==> config.mk <==
export PLATFORM = sky130hd
export DESIGN_NAME = fbf_mul
export DESIGN_NICKNAME = d
export VERILOG_FILES = /design/src/hw/rtl/fbf_mul.sv
export SDC_FILE = /design/constraint.sdc
export NUM_CORES = 2
export LEC_CHECK = 0
export BUFFER_PORTS_ARGS = -buffer_cell sky130_fd_sc_hd__buf_4
export CORE_ASPECT_RATIO = 1.25
export CORE_MARGIN = 2
export CORE_UTILIZATION = 35
export DETAILED_ROUTE_END_ITERATION = 7
export PLACE_DENSITY_LB_ADDON = 0.12
export SLEW_MARGIN = 20
export SYNTH_ARGS = -nofsm -noshare
export SYNTH_HDL_FRONTEND = slang
export SYNTH_SLANG_ARGS = --single-unit
==> constraint.sdc <==
create_clock -name clock -period 6.8 [get_ports clock]
set_clock_uncertainty 0.2 [all_clocks]
set_input_delay 0.34 -clock clock [delete_from_list [all_inputs] [get_ports clock]]
set_output_delay 0.34 -clock clock [all_outputs]
set_load 0.01 [all_outputs]
==> src/hw/rtl/fbf_mul.sv <==
// Shared 32 by 32 unsigned multiplier with a registered product.
// Depends on nothing but the clock.
module fbf_mul (
   input  logic        clock,
   input  logic [31:0] mul_a,
   input  logic [31:0] mul_b,
   output logic [63:0] mul_p
);

   logic [63:0] prod_ff;

   always_ff @(posedge clock) begin
      prod_ff <= {32'b0, mul_a} * {32'b0, mul_b};
   end

   assign mul_p = prod_ff;

endmodule

==> impl_results.md <==
* CP max FO at 10
* Wire length per cell at roughly 20 um
* Failing checks: setup timing
* Share of cells above drive strength 1 at a little over 20%
* Site Rows at 129
* IO Pins at 129
* Unrepaired setup endpoints after global routing: yes
* Async set or reset register ratio after synthesis at 0%
* CTS max path bufs at 2
* Finished Cell Area at ~42000 sq um
* IO Port Bufs at around 130
* Worst Max-Slew Pin Slew at between 0.5 and 0.6 ns
* Post-route clock period utilization at 104.7%
* Finish-stage setup viols at 24
* Cell Area, Synth at 34680 sq um
* Starting Density at approximately a third
* Top cells by count, synth: fa_1 (896), inv_1 (865), and2_1 (602), nand2_1 (480), ha_1 (263)
* Status: finished with violations
* Largest net degree at the start of global routing at 26
* Yosys reg bits at 64
* Syn nets at between 4000 and 5000
* Most common cell in the netlist: fa_1
* Die ar. at between 100000 and 150000 sq um
* EDFF count, synth at 0
* Final WS setup at -0.3222 ns
* Top cells by area, synth: fa_1 (52%), and2_1 (11%), ha_1 (9.5%), inv_1 (9.4%), nand2_1 (5.2%)
* Setup crit start kind: input port
* Via density at between 4 and 5
* Mapped Cells at approximately 3700
* Post-synth top flop: dfxtp_1
* Max-cap viol count at 0
* Vias at roughly 26000
* Post-synthesis sequential area ratio at ~3.7%
* Largest register FFs at between 60 and 70
* Cell Chain, Critical Path: buf_12, buf_12, buf_4, and2_1, fa_1, fa_1, inv_1, fa_1, fa_1, inv_1, fa_2, fa_1, fa_2, fa_1, ha_4, nand2_1, or4_4, or3_4, a31oi_4, a31o_4, a211oi_2, buf_4, xnor2_1
* First-pass GRT wire length at between 150 and 200 mm
* Yosys cell types at 57
* HPWL after detailed placement at a little under 100 mm
* Yosys Warn Count at 0
* Most used cell, CP: fa_1
* Clock period minus worst slack at roughly 7.1 ns
* DRT antenna net count at 0
* Hold crit path type: input port to register
* Initial antenna violation count at 1
* Root buf cell: clkbuf_16
* CTS tree: done
* Area post-placement at approximately 40000 sq um
* Core Area at 98620 sq um
* Area Growth Syn to Fin at 21.94%
* Grt total ovfl at 0
* Slew HR at between 60% and 70%
* CP arrival at approximately 7 ns
* Clk sinks at 64
* Worst Setup Path Type: input port to register
* Crit path max-delay cell type: fa_2
* Drt drc at 0
* Filler cell count at a little under 10000
* Final RePlAce weighted congestion at 0.8633
* Die H at 355.9 um
* Slew Limit Fails at 0
* Tot GR Track Use at between 20% and 30%
* Initial DRT Pass Iterations at 5
* Die W at roughly 290 um
* F_max at approximately 140 MHz
* Max H-tree Level at 3
* Drt initial violations at between 900 and 1000
* Cell type with the largest total area after synthesis: fa_1
* CP max stage delay at slightly below 0.6 ns
* Worst-path clk slew at about 0.070 ns
* Routed WL at 109.7 mm
* Vias in the first global route at slightly below 30000
* Avg Synthesized Cell Area at just over 9 sq um
* Nets@finish at about 5300
* # hold bufs at CTS at 0
* Post-synth top area share at between 50% and 60%
* Num CTS Buffers at 9
* Final Hold Vio Count at 0
* CP Data Required Time at between 6 and 7 ns
* Crit. End Element: register
logic make-up (layout without fill, tap and decap cells):
| family | after synthesis | after routing | share of synthesized area (%) |
|---|---|---|---|
| compound gates | 202 | 202 | 4.153 |
| mux | 1 | 1 | 0.02887 |
| flops | 64 | 64 | 3.695 |
| fa+ha+maj | 1159 | 1159 | 61.22 |
| simple gates | 1177 | 1177 | 17.62 |
| xor+xnor | 60 | 60 | 1.515 |
| buf+inv | 1085 | 1457 | 11.77 |
| other cells | 0 | 1 | 0 |
area by class of cell:
type,count,area [sq um],share of cell area (%)
repair buffers,576,5404,12.78
inverters,865,3247,7.679
well taps,1310,1639,3.876
diodes,1,2.502,0.005918
clock buffers,9,225.2,0.5326
multi-input cells,2599,30410,71.92
flip-flops and latches,64,1281,3.030
clock inverters,7,72.57,0.1716
placed cells by master (no fill, tap or decap), drive strengths merged, types with 9 or more instances in the layout:
master / netlist / routed
o21a: 9 / 9
buf: 7 / 571
xnor2: 35 / 35
nand3: 10 / 10
o21bai: 11 / 11
ha: 263 / 263
nand4: 23 / 23
clkbuf: 213 / 11
o21ai: 26 / 26
a31oi: 12 / 12
xor2: 25 / 25
a21oi: 66 / 66
nand2: 480 / 480
a21o: 40 / 40
and3: 14 / 14
dfxtp: 64 / 64
inv: 865 / 865
fa: 896 / 896
and2: 602 / 602
nor2: 20 / 20
through the flow:
stage          hold WS (ns)  setup slack, ns  setup TNS (ns)  std cells  utilization [%]
2_1_floorplan        0.2673          -0.2689          -1.466       3748                -
6_report             0.3767          -0.3222          -3.674       5431            42.88
5_1_grt              0.3847          -0.5074          -7.945       5430            42.87
3_3_place_gp         0.5317           -1.043          -24.38       5370            40.50
4_1_cts              0.3599          -0.3685          -4.348       5408            42.19
3_5_place_dp         0.5306           -1.106          -25.01       5370            40.50
metal layers:
| metal | global-route usage (%) | share of wire (%) |
|---|---|---|
| met4 | 6.073 | 3.1 |
| met2 | 46.63 | 60 |
| met3 | 1.127 | 1.7 |
| met5 | 0 | 0 |
| met1 | 23.67 | 35 |
repair_timing:
item	4_1_cts	5_1_grt
pin swaps	99	112
cloned	5	3
buffers inserted	18	21
gates resized for setup	258	108
setup endpoints to repair	29	31
endpoints found under the hold margin	0	0
critical path, delay by kind of cell:
kind / cells / cell delay (ns)
adder cells (fa/ha/maj): 9 / 4.33
XOR/XNOR: 1 / 0.12
buffers and inverters: 6 / 0.65
AO/OA/AOI/OAI: 3 / 0.58
AND/OR/NAND/NOR: 4 / 1.12
final timing paths:
kind,start,to,slack [ns],cells past startpoint
worst max-delay path,mul_a[15],mul_p[58]$_DFF_P_,-0.32,23
worst min-delay path,mul_b[0],mul_p[0]$_DFF_P_,0.38,3
Power is not shown: default switching activity piles up to over one toggle a cycle in this logic, so the estimate is an artifact.
